===== config.mk =====
export PLATFORM = sky130hd
export DESIGN_NAME = decimal_text_to_fixed_point
export DESIGN_NICKNAME = d
export VERILOG_FILES = /design/src/sv/dttfp_pkg.sv /design/src/sv/decimal_text_to_fixed_point.sv
export SDC_FILE = /design/constraint.sdc
export NUM_CORES = 1
export LEC_CHECK = 0
export BUFFER_PORTS_ARGS = -buffer_cell sky130_fd_sc_hd__clkbuf_2
export CORE_MARGIN = 3
export CORE_UTILIZATION = 50
export CTS_BUF_LIST = sky130_fd_sc_hd__clkbuf_16
export CTS_CLUSTER_DIAMETER = 30
export DETAILED_ROUTE_END_ITERATION = 12
export PLACE_DENSITY = 0.64
export SETUP_SLACK_MARGIN = 0.5
export SYNTH_ARGS = -nofsm -noshare
export SYNTH_HDL_FRONTEND = slang
export SYNTH_SLANG_ARGS = --single-unit

===== constraint.sdc =====
create_clock -name clock -period 12 [get_ports clock]
set_input_delay 0 -clock clock [delete_from_list [all_inputs] [get_ports clock]]
set_output_delay 0 -clock clock [all_outputs]
set_load 0.03 [all_outputs]

===== src/sv/dttfp_pkg.sv =====
// Shared status type, constants and the power-of-ten lookup function for the decimal text parser.
`timescale 1ns / 1ps
package dttfp_pkg;

   localparam int INT_BITS        = 32;
   localparam int FRAC_BITS       = 16;
   localparam int VALUE_W         = INT_BITS + FRAC_BITS;
   localparam int MAX_FRAC_DIGITS = 9;
   // 10^9 - 1 fits in 30 bits
   localparam int FRAC_ACC_W      = 30;
   localparam int FCNT_W          = 4;
   localparam int QCNT_W          = $clog2(FRAC_BITS);

   localparam logic [7:0] CHAR_ZERO = 8'h30;
   localparam logic [7:0] CHAR_NINE = 8'h39;
   localparam logic [7:0] CHAR_DOT  = 8'h2e;

   typedef enum logic [1:0] {
      ST_OK       = 2'd0,
      ST_EMPTY    = 2'd1,
      ST_INVALID  = 2'd2,
      ST_OVERFLOW = 2'd3
   } status_type;

   // 10^k for the number of fraction digits kept
   function automatic logic [FRAC_ACC_W-1:0] pow10(input logic [FCNT_W-1:0] k);
      logic [FRAC_ACC_W-1:0] p;
      begin
         case (k)
            4'd0:    p = 30'd1;
            4'd1:    p = 30'd10;
            4'd2:    p = 30'd100;
            4'd3:    p = 30'd1000;
            4'd4:    p = 30'd10000;
            4'd5:    p = 30'd100000;
            4'd6:    p = 30'd1000000;
            4'd7:    p = 30'd10000000;
            4'd8:    p = 30'd100000000;
            4'd9:    p = 30'd1000000000;
            default: p = 30'd1;
         endcase
         return p;
      end
   endfunction

endpackage


===== src/sv/decimal_text_to_fixed_point.sv =====
// Top level: ASCII decimal string to unsigned Q32.16 parser.
`timescale 1ns / 1ps
// Usage:
//   req_* carries one character per transfer: req_char_code, req_has_char
//   (0 for an ignored item or a bare end marker) and req_is_last (end of the string).
//   rsp_* carries one result per string: rsp_status (ok, empty, invalid,
//   overflow) and rsp_value in unsigned Q32.16.
// Flow:
//   A character that does not end the string updates the integer and
//   fraction accumulators by shift-and-add, so a string streams in at
//   one character per cycle.
//   The last character of a valid string starts a restoring divider that
//   produces one fraction bit per cycle (one shared compare and subtract
//   unit), then the output state loads the output register, waiting while
//   the register still holds a result that rsp_ready has not taken. Strings
//   that end empty, invalid or saturated skip the divider.
//   req_ready is low from the last character until the result is loaded.
// Reset: synchronous, active high; clears the accumulators, the sequencer
//   and rsp_valid. No clearing pass is needed.
// Stall: a result waits in the output register while rsp_ready is low; the
//   next string's characters are still taken meanwhile, but that string's
//   result holds in the sequencer until the register frees up.
module decimal_text_to_fixed_point (
   input  logic                           clock,
   input  logic                           reset,
   input  logic                           req_valid,
   output logic                           req_ready,
   input  logic [7:0]                     req_char_code,
   input  logic                           req_has_char,
   input  logic                           req_is_last,
   output logic                           rsp_valid,
   input  logic                           rsp_ready,
   output logic [1:0]                     rsp_status,
   output logic [dttfp_pkg::VALUE_W-1:0]  rsp_value
);

   typedef enum logic [1:0] {
      S_IDLE,
      S_DIV,
      S_OUT
   } state_type;

   // Parse accumulators
   logic [dttfp_pkg::INT_BITS-1:0]   int_acc_ff, int_acc_in;
   logic [dttfp_pkg::FRAC_ACC_W-1:0] frac_acc_ff, frac_acc_in;
   logic [dttfp_pkg::FCNT_W-1:0]     frac_cnt_ff, frac_cnt_in;
   logic                             dot_ff, dot_in;
   logic                             any_ff, any_in;
   dttfp_pkg::status_type            err_ff, err_in;

   // Sequencer, divider and output
   state_type                        state_ff;
   logic [dttfp_pkg::FRAC_ACC_W-1:0] rem_ff;
   logic [dttfp_pkg::FRAC_ACC_W-1:0] div_ff;
   logic [dttfp_pkg::FRAC_BITS-1:0]  quo_ff;
   logic [dttfp_pkg::QCNT_W-1:0]     qcnt_ff;
   logic [dttfp_pkg::INT_BITS-1:0]   res_int_ff;
   dttfp_pkg::status_type            res_status_ff;
   dttfp_pkg::status_type            fin_status;
   logic                             rsp_valid_ff;
   logic [1:0]                       rsp_status_ff;
   logic [dttfp_pkg::VALUE_W-1:0]    rsp_value_ff;

   logic                             take;
   logic                             take_last;
   logic                             is_digit;
   logic                             is_dot;
   logic [3:0]                       digit;
   logic [dttfp_pkg::INT_BITS+3:0]   int_prod;
   logic                             int_ovf;
   logic [dttfp_pkg::FRAC_ACC_W+3:0] frac_prod;
   logic [dttfp_pkg::FRAC_ACC_W:0]   rem_shift;
   logic                             rem_ge;
   logic                             out_free;

   assign req_ready  = (state_ff == S_IDLE);
   assign take       = req_valid && req_ready;
   assign take_last  = take && req_is_last;
   assign rsp_valid  = rsp_valid_ff;
   assign rsp_status = rsp_status_ff;
   assign rsp_value  = rsp_value_ff;
   assign out_free   = !rsp_valid_ff || rsp_ready;

   assign is_digit = (req_char_code >= dttfp_pkg::CHAR_ZERO) &&
                     (req_char_code <= dttfp_pkg::CHAR_NINE);
   assign is_dot   = (req_char_code == dttfp_pkg::CHAR_DOT);
   assign digit    = req_char_code[3:0];

   // acc * 10 + d by shift and add; overflow when the top bits are set
   assign int_prod  = {1'b0, int_acc_ff, 3'b000} + {3'b000, int_acc_ff, 1'b0}
                    + {{dttfp_pkg::INT_BITS{1'b0}}, digit};
   assign int_ovf   = |int_prod[dttfp_pkg::INT_BITS+3:dttfp_pkg::INT_BITS];
   assign frac_prod = {1'b0, frac_acc_ff, 3'b000} + {3'b000, frac_acc_ff, 1'b0}
                    + {{dttfp_pkg::FRAC_ACC_W{1'b0}}, digit};

   // Character step
   always_comb begin
      int_acc_in  = int_acc_ff;
      frac_acc_in = frac_acc_ff;
      frac_cnt_in = frac_cnt_ff;
      dot_in      = dot_ff;
      any_in      = any_ff;
      err_in      = err_ff;
      if (take && req_has_char) begin
         any_in = 1'b1;
         if (is_dot && !dot_ff) begin
            dot_in = 1'b1;
         end else if (!is_digit) begin
            err_in = dttfp_pkg::ST_INVALID;
         end else if (!dot_ff) begin
            if (int_ovf) begin
               int_acc_in = '1;
               if (err_ff == dttfp_pkg::ST_OK) begin
                  err_in = dttfp_pkg::ST_OVERFLOW;
               end
            end else begin
               int_acc_in = int_prod[dttfp_pkg::INT_BITS-1:0];
            end
         end else if (frac_cnt_ff < dttfp_pkg::FCNT_W'(dttfp_pkg::MAX_FRAC_DIGITS)) begin
            frac_acc_in = frac_prod[dttfp_pkg::FRAC_ACC_W-1:0];
            frac_cnt_in = frac_cnt_ff + 1'b1;
         end
      end
   end

   always_comb begin
      if (!any_in) begin
         fin_status = dttfp_pkg::ST_EMPTY;
      end else begin
         fin_status = err_in;
      end
   end

   // Hold the accumulators; clear them on reset or once the string ends
   always_ff @(posedge clock) begin
      if (reset || take_last) begin
         int_acc_ff  <= '0;
         frac_acc_ff <= '0;
         frac_cnt_ff <= '0;
         dot_ff      <= 1'b0;
         any_ff      <= 1'b0;
         err_ff      <= dttfp_pkg::ST_OK;
      end else begin
         int_acc_ff  <= int_acc_in;
         frac_acc_ff <= frac_acc_in;
         frac_cnt_ff <= frac_cnt_in;
         dot_ff      <= dot_in;
         any_ff      <= any_in;
         err_ff      <= err_in;
      end
   end

   // One restoring step: shift the remainder, compare, subtract
   assign rem_shift = {rem_ff, 1'b0};
   assign rem_ge    = (rem_shift >= {1'b0, div_ff});

   always_ff @(posedge clock) begin
      if (reset) begin
         state_ff     <= S_IDLE;
         rsp_valid_ff <= 1'b0;
      end else begin
         // drop a taken result unless the output state reloads the register
         if (rsp_valid_ff && rsp_ready && (state_ff != S_OUT)) begin
            rsp_valid_ff <= 1'b0;
         end
         case (state_ff)
            S_IDLE: begin
               if (take_last) begin
                  res_status_ff <= fin_status;
                  res_int_ff    <= int_acc_in;
                  rem_ff        <= frac_acc_in;
                  div_ff        <= dttfp_pkg::pow10(frac_cnt_in);
                  quo_ff        <= '0;
                  qcnt_ff       <= '0;
                  if (fin_status == dttfp_pkg::ST_OK) begin
                     state_ff <= S_DIV;
                  end else begin
                     state_ff <= S_OUT;
                  end
               end
            end
            S_DIV: begin
               if (rem_ge) begin
                  rem_ff <= rem_shift[dttfp_pkg::FRAC_ACC_W-1:0]
                          - div_ff;
               end else begin
                  rem_ff <= rem_shift[dttfp_pkg::FRAC_ACC_W-1:0];
               end
               quo_ff  <= {quo_ff[dttfp_pkg::FRAC_BITS-2:0], rem_ge};
               qcnt_ff <= qcnt_ff + 1'b1;
               if (qcnt_ff == dttfp_pkg::QCNT_W'(dttfp_pkg::FRAC_BITS - 1)) begin
                  state_ff <= S_OUT;
               end
            end
            S_OUT: begin
               if (out_free) begin
                  rsp_valid_ff  <= 1'b1;
                  rsp_status_ff <= res_status_ff;
                  case (res_status_ff)
                     dttfp_pkg::ST_OK:       rsp_value_ff <= {res_int_ff, quo_ff};
                     dttfp_pkg::ST_OVERFLOW: rsp_value_ff <= '1;
                     default:                rsp_value_ff <= '0;
                  endcase
                  state_ff <= S_IDLE;
               end
            end
            default: begin
               state_ff <= S_IDLE;
            end
         endcase
      end
   end

   // The divider remainder always stays below the divisor
   a_rem_below_div: assert property (@(posedge clock) disable iff (reset)
      (state_ff == S_DIV) |-> (rem_ff < div_ff))
      else $error("divider remainder not below divisor");

   // A result only appears out of the output state
   a_rsp_from_out: assert property (@(posedge clock) disable iff (reset)
      $rose(rsp_valid_ff) |-> $past(state_ff == S_OUT))
      else $error("result raised outside output state");

   // Ending a string leaves the accumulators cleared
   a_clear_after_last: assert property (@(posedge clock) disable iff (reset)
      take_last |=> (int_acc_ff == '0) && !any_ff && !dot_ff && (frac_cnt_ff == '0))
      else $error("accumulators not cleared after last character");

   // Failed strings carry zero, saturated ones all ones
   a_value_by_status: assert property (@(posedge clock) disable iff (reset)
      rsp_valid_ff |->
         ((rsp_status_ff == dttfp_pkg::ST_OK) ||
          ((rsp_status_ff == dttfp_pkg::ST_OVERFLOW) && (rsp_value_ff == '1)) ||
          (rsp_value_ff == '0)))
      else $error("result value does not match its status");

   // No character taken while a result is being finished
   a_no_take_busy: assert property (@(posedge clock) disable iff (reset)
      take_last |=> !req_ready)
      else $error("input taken while finishing a result");

endmodule


# Word-level counts from Yosys, hierarchy flattened
# Memories as Yosys holds them, arrays and structs flattened. A register that Yosys moved wholly into a read port is not among the register bits.
# Index checks and enable logic that the tools add are counted.
[word_totals]
regBits = 207
mem_bits_ro = 480
latchBits = 0
input_bits = 14
ramBits = 0
memories = 1
wordCells = 98
output_inout_bits = 52
[classes]
div_mod_pow = 0
bitwise = 1
order_cmp = 4
multipliers = 0
mux = 39
n_addsub = 7
n_eq_ne = 9
shift = 0
n_reduce_logical = 22
[memory_table]
columns = ["memory", "words", "word_bits", "read_ports", "rd_clocked_by_memory_dff", "wr", "line_no", "source"]
rows = [
  ["(no name shown)", 16, 30, 1, 1, 0, "dttfp_pkg.sv:29", "case (k)"],
]
[ops]
columns = ["cell", "n"]
rows = [
  ["30-bit two-way mux", 7],
  ["32-bit two-way mux", 5],
  ["48-bit one-hot mux with 2 select lines", 1],
  ["30-bit one-hot mux with 2 select lines", 1],
  ["35-bit by 33-bit adder with 36-bit output", 1],
  ["36-bit by 4-bit adder with 36-bit output", 1],
  ["16-bit one-hot mux with 2 select lines", 1],
  ["31-bit by 30-bit >= comparator with 1-bit output", 1],
  ["30-bit adder", 1],
  ["30-bit by 4-bit adder with 30-bit output", 1],
  ["30-bit subtractor", 1],
  ["4-bit two-way mux", 6],
  ["2-bit two-way mux", 11],
  ["16-bit two-way mux", 1],
  ["3-bit AND reduction", 4],
  ["4-bit by 1-bit adder with 4-bit output (second input constant)", 2],
  ["8-bit by 6-bit equality test with 1-bit output (second input constant)", 1],
  ["8-bit by 6-bit >= comparator with 1-bit output (second input constant)", 1],
  ["8-bit by 6-bit less-or-equal comparator with 1-bit output (second input constant)", 1],
  ["2-bit zero test", 4],
  ["4-bit one-hot mux with 2 select lines", 1],
  ["1-bit logical AND", 7],
  ["2-bit != test (second input constant)", 3],
  ["2-bit one-hot mux with 3 select lines", 1],
  ["12 further kinds", 18],
]

# Depth between registers and ports, before layout
[logic_depth]
word_depth = 13
ltp_mapped = 15
ltp_nobuf = 13

# Worst setup path before layout
# Ideal clock, no wire load.
[synth_path]
path_kind = "register to register"
from = "register state_ff[0]"
to = "register div_ff[0] in the netlist's numbering, enable pin"
t_arrival_ps = 5977
period_less_slack_ps = 6590
n_path_buf = 1
required_ps = 11387
setup_time_ps = 613
stages_incl_launch_ff = 3
setup_slack_ps = 5410
path_cell_list = "dfxtp_1 > clkbuf_1 > nor4_1"
[synth_between]
elab_chain_len = 4
word_cells_on_any_way = 6
classes_between = "mux: 1; reduce/logical: 5"
[synth_lines]
columns = ["item", "line_no", "source"]
rows = [
  ["from (decl)", "decimal_text_to_fixed_point.sv:52", "state_type state_ff;"],
  ["from (signal assigned)", "decimal_text_to_fixed_point.sv:159", "state_ff <= S_IDLE;"],
  ["from (signal assigned)", "decimal_text_to_fixed_point.sv:176", "state_ff <= S_DIV;"],
  ["from (signal assigned)", "decimal_text_to_fixed_point.sv:178", "state_ff <= S_OUT;"],
  ["2-bit zero test *", "decimal_text_to_fixed_point.sv:76, decimal_text_to_fixed_point.sv:166", ""],
  ["1-bit logical AND", "decimal_text_to_fixed_point.sv:77", "assign take = req_valid && req_ready;"],
  ["1-bit logical AND (on tied branches)", "decimal_text_to_fixed_point.sv:78, decimal_text_to_fixed_point.sv:104", ""],
  ["3-bit AND reduction (no line) or 4-bit two-way mux (tied branches)", "n/a", ""],
  ["to (decl)", "decimal_text_to_fixed_point.sv:54", "logic [dttfp_pkg::FRAC_ACC_W-1:0] div_ff;"],
]
# Every way passes the cells marked *; elsewhere a longest branch is shown, timed or not.
# A chain may end at the register's enable or synchronous reset.

# Worst setup path after layout
[layout_path]
from = "register int_acc_ff[2] in the netlist's numbering"
to = "register res_int_ff[4] in the netlist's numbering (data pin)"
[layout_between]
elab_chain_len = 8
[layout_lines]
columns = ["item", "line_no", "source"]
rows = [
  ["from (decl)", "decimal_text_to_fixed_point.sv:44", "logic [dttfp_pkg::INT_BITS-1:0] int_acc_ff, int_acc_in;"],
  ["from (signal assigned)", "decimal_text_to_fixed_point.sv:144", "int_acc_ff <= int_acc_in;"],
  ["35-bit by 33-bit adder with 36-bit output *", "decimal_text_to_fixed_point.sv:90", "assign int_prod = {1'b0, int_acc_ff, 3'b000} + {3'b000, int_acc_ff, 1'b0}"],
  ["36-bit by 4-bit adder with 36-bit output *", "decimal_text_to_fixed_point.sv:91", "+ {{dttfp_pkg::INT_BITS{1'b0}}, digit};"],
  ["4-bit OR reduction", "decimal_text_to_fixed_point.sv:92", "assign int_ovf = |int_prod[dttfp_pkg::INT_BITS+3:dttfp_pkg::INT_BITS];"],
  ["32-bit two-way mux *", "decimal_text_to_fixed_point.sv:111", "if (int_ovf) begin"],
  ["32-bit two-way mux *", "decimal_text_to_fixed_point.sv:110", "end else if (!dot_ff) begin"],
  ["32-bit two-way mux *", "decimal_text_to_fixed_point.sv:108", "end else if (!is_digit) begin"],
  ["32-bit two-way mux *", "decimal_text_to_fixed_point.sv:106", "if (is_dot && !dot_ff) begin"],
  ["32-bit two-way mux *", "decimal_text_to_fixed_point.sv:104", "if (take && req_has_char) begin"],
  ["net int_acc_in (one bit)", "decimal_text_to_fixed_point.sv:44", ""],
  ["to (signal assigned)", "decimal_text_to_fixed_point.sv:170", "res_int_ff <= int_acc_in;"],
  ["to (decl)", "decimal_text_to_fixed_point.sv:57", "logic [dttfp_pkg::INT_BITS-1:0] res_int_ff;"],
]
# Mark *: on every way through the listed nets, which the timed path passes. The rest lies on a longest branch.

==> impl_metrics.ini <==
[global_route]
antenna_found_initial = 1
grtUsageTotal_pct = 22.62
grt_pass1_wl_mm = 60.78
grt_overflow_total = 0
grt_pass1_vias = 11550
grt_max_degree = 72

[finish]
nFillCells = 2538
layout_commonest_cell = nor2_1
fin_util_pct = 58.68
fin_cells = 2061
fin_nets = 1804
drive_above_1_share_pct = 11.91
area_delta_synth_final_pct = 15.42
antennaDiodeCount = 0
final_cell_mix = nor2_1, a21oi_1, edfxtp_1

[timing]
maxSlewViolCount = 0
timing.fmax_ghz = 0.2275
finalSetupViolCount = 0
tns_ps = 0
tightest_slew_ps = 876.3
finalClockSkew_ps = 25.41
post-route-period-util_pct = 36.64
layout_min_cycle_time_ps = 4396
slew_headroom_pct = 41.31
rsz0062_at_grt = false
hold_viol = 0

[logic_synthesis]
synthCells = 1565
yosysUniqueCellTypes = 79
synth_fp_nets = 1740
async_flop_share_pct = 0
synth_seq_cells = 230
synth_seq_area_share_pct = 40.88
synth.avg_cell_area_um2 = 9.653
synthFlopType = edfxtp_1
synth_edf_count = 157
syn-cell-area_um2 = 15110
yosys_warnings = 0

[detailed_routing]
ant_nets = 0
first_pass_iters = 5
avgRoutedWirePerCell_um = 18.05
drc = 0
vias = 12010
drt_iter0_drc = 872
vias_per_cell = 5.825
drt_wl_total_mm = 37.21

[floorplanning]
core_um2 = 29720
initial_core_util_pct = 50.84
die_h_um = 179.8
ios = 66
rows = 63
die_w_um = 179.8
dieArea_um2 = 32340

[clock_network]
root_buffer = clkbuf_16
numCtsBuffers = 51
cts.path.max_buffers = 3
htree_levels = 2
cts_tree = yes
cts_sinks = 230
postCtsSetupBuffers = 0
clk_latency_ps = 560
path_clk_slew_ps = 50

[placed_design]
hpwl_mm = 27.12
gp_congestion = 0.8646
numPortBuffers = 65
placed_cells = 1962

[setup_path]
critical_path.startpoint = int_acc_ff[2]
path_class = flip-flop to flip-flop
timing.rr.start = int_acc_ff[2]
critPathArrivalTime_ps = 4630
endpoint = res_int_ff[4]
required_ps = 12230
crit_path_start_kind = flip-flop
path_max_fanout = 59
r2r_cells = 13
endpoint_kind = flip-flop
r2r-end = res_int_ff[4]
timing.reg2reg.setup_slack_ps = 7600

[pwr]
intPower_mw = 1.745
p_per_area_nw_per_um2 = 133.7
switching_power_mw = 0.5859
pwr-share-seq_pct = 37.5
switching_share_pct = 25.14
p_comb_share_pct = 6.1
clockPowerShare_pct = 56.3
p_leak_nw = 7.500
irDropWorstVdd_mv = 0.1083

[run_status]
status = completed

[min_path]
hp-class = primary input to flip-flop

[flow_run]
drv_cap = 0
[worst min-delay path by stage]
stage                                 from        endpoint  cells past startpoint
after global placement               reset     state_ff[1]                      2
after detailed placement             reset       rsp_valid                      2
final                            rsp_ready     state_ff[1]                      4
after CTS                        rsp_ready     state_ff[1]                      4
after floorplan           req_char_code[0]  frac_acc_ff[0]                      2
after global routing             rsp_ready     state_ff[1]                      4
[Yosys cell counts (all sizes together), types with 4 or more instances]
library cell    n  area (µm²)
and2           31       193.9
o21bai         13       97.59
a21o           36       270.3
nand3b          7       52.55
nand2b          9       56.30
nor4            7       43.79
a21oi         168       942.2
nor3b           7       52.55
a31oi          41       256.5
o31a            5       43.79
dfxtp          73        1461
or3             9       56.30
nor2          198       750.7
o2111ai         5       43.79
o211ai          8       65.06
or2             5       31.28
mux2i          49       490.5
a211o           4       35.03
fa              5       100.1
a41oi           4       35.03
nand3          21       105.1
nand2          82       307.8
a211oi         38       300.3
and4            6       52.55
ha            156        1952
buf            20       131.4
nand4           7       43.79
nor3           32       165.2
nor2b          11       68.82
xor2           30       262.8
o21ai          71       370.4
a221o           6       60.06
inv            71       266.5
a311oi          5       62.56
xnor2          40       350.3
o21a           16       120.1
edfxtp        157        4715
clkbuf         53       198.9
and3           16       100.1
[registers in the layout, summed over array words and instances, names as in the netlist, 16 cells and up]
register     cells
rsp_value       48
int_acc_ff      32
res_int_ff      32
frac_acc_ff     30
rem_ff          30
div_ff          23
quo_ff          16
[power by group through the flow]
stage / Clock [mW] / Sequential [mW] / Combinational [mW]
detailed placement: 0 / 0.890 / 0.141
global placement: 0 / 0.890 / 0.139
global route: 1.38 / 0.876 / 0.159
floorplan: 0 / 0.894 / 0.0997
finish: 1.31 / 0.875 / 0.143
CTS: 1.33 / 0.875 / 0.143
[routing by layer]
metal  track usage, %  vias to the layer above  part of all wire, %
met5            1.926                        -                 0.26
met3            4.229                       55                  5.9
met2            32.20                      309                   41
met1            34.92                     5688                   51
li1                 -                     5949                    -
met4            6.219                        4                  2.1
[cell families (layout without fill, tap and decap cells)]
| group | Yosys count | after routing | share of synthesized area, % |
|---|---|---|---|
| compound gates | 458 | 458 | 20.19 |
| simple gates | 453 | 453 | 14.09 |
| flops | 230 | 230 | 40.88 |
| fa+ha+maj | 161 | 161 | 13.58 |
| buf+inv | 144 | 250 | 3.951 |
| xor+xnor | 70 | 70 | 4.058 |
| mux | 49 | 49 | 3.247 |
[worst max-delay path: stages (launching register included)]
cell and delay (ps):
dfxtp_1 380, inv_1 70, fa_1 490, fa_1 480
nand2b_1 180, a21o_1 180, a21oi_1 270, a21o_1 230
a41oi_1 200, a2111oi_1 440, o21ai_2 180, nor2_4 100
buf_4 620, a31oi_1 210
[per-stage QoR]
step | hold slack (ps) | total power [mW] | area [µm²] | setup WS [ps]
after global placement | 344.7 | 1.029 | 15730 | 7834
final | 30.46 | 2.330 | 17440 | 7604
after detailed placement | 344.0 | 1.031 | 15730 | 7658
after floorplan | 178.9 | 0.9938 | 15110 | 5410
after global routing | 64.83 | 2.415 | 17440 | 7341
after CTS | 6.517 | 2.349 | 17440 | 7605
[repair_timing]
action	in CTS	in global routing
endpoints found under the hold margin	8	0
gates resized for setup	0	0
hold buffers	4	0
[cell type report]
type,count,area (µm²),share of cell area [%]
tap,390,488.0,2.799
clock inverter,43,361.6,2.074
clock buffer,52,1301,7.463
multi-input combinational,1191,8366,47.98
sequential,230,6176,35.42
inverter,71,266.5,1.528
timing repair buffer,84,478.0,2.741
(Power assumes the default switching activity.)
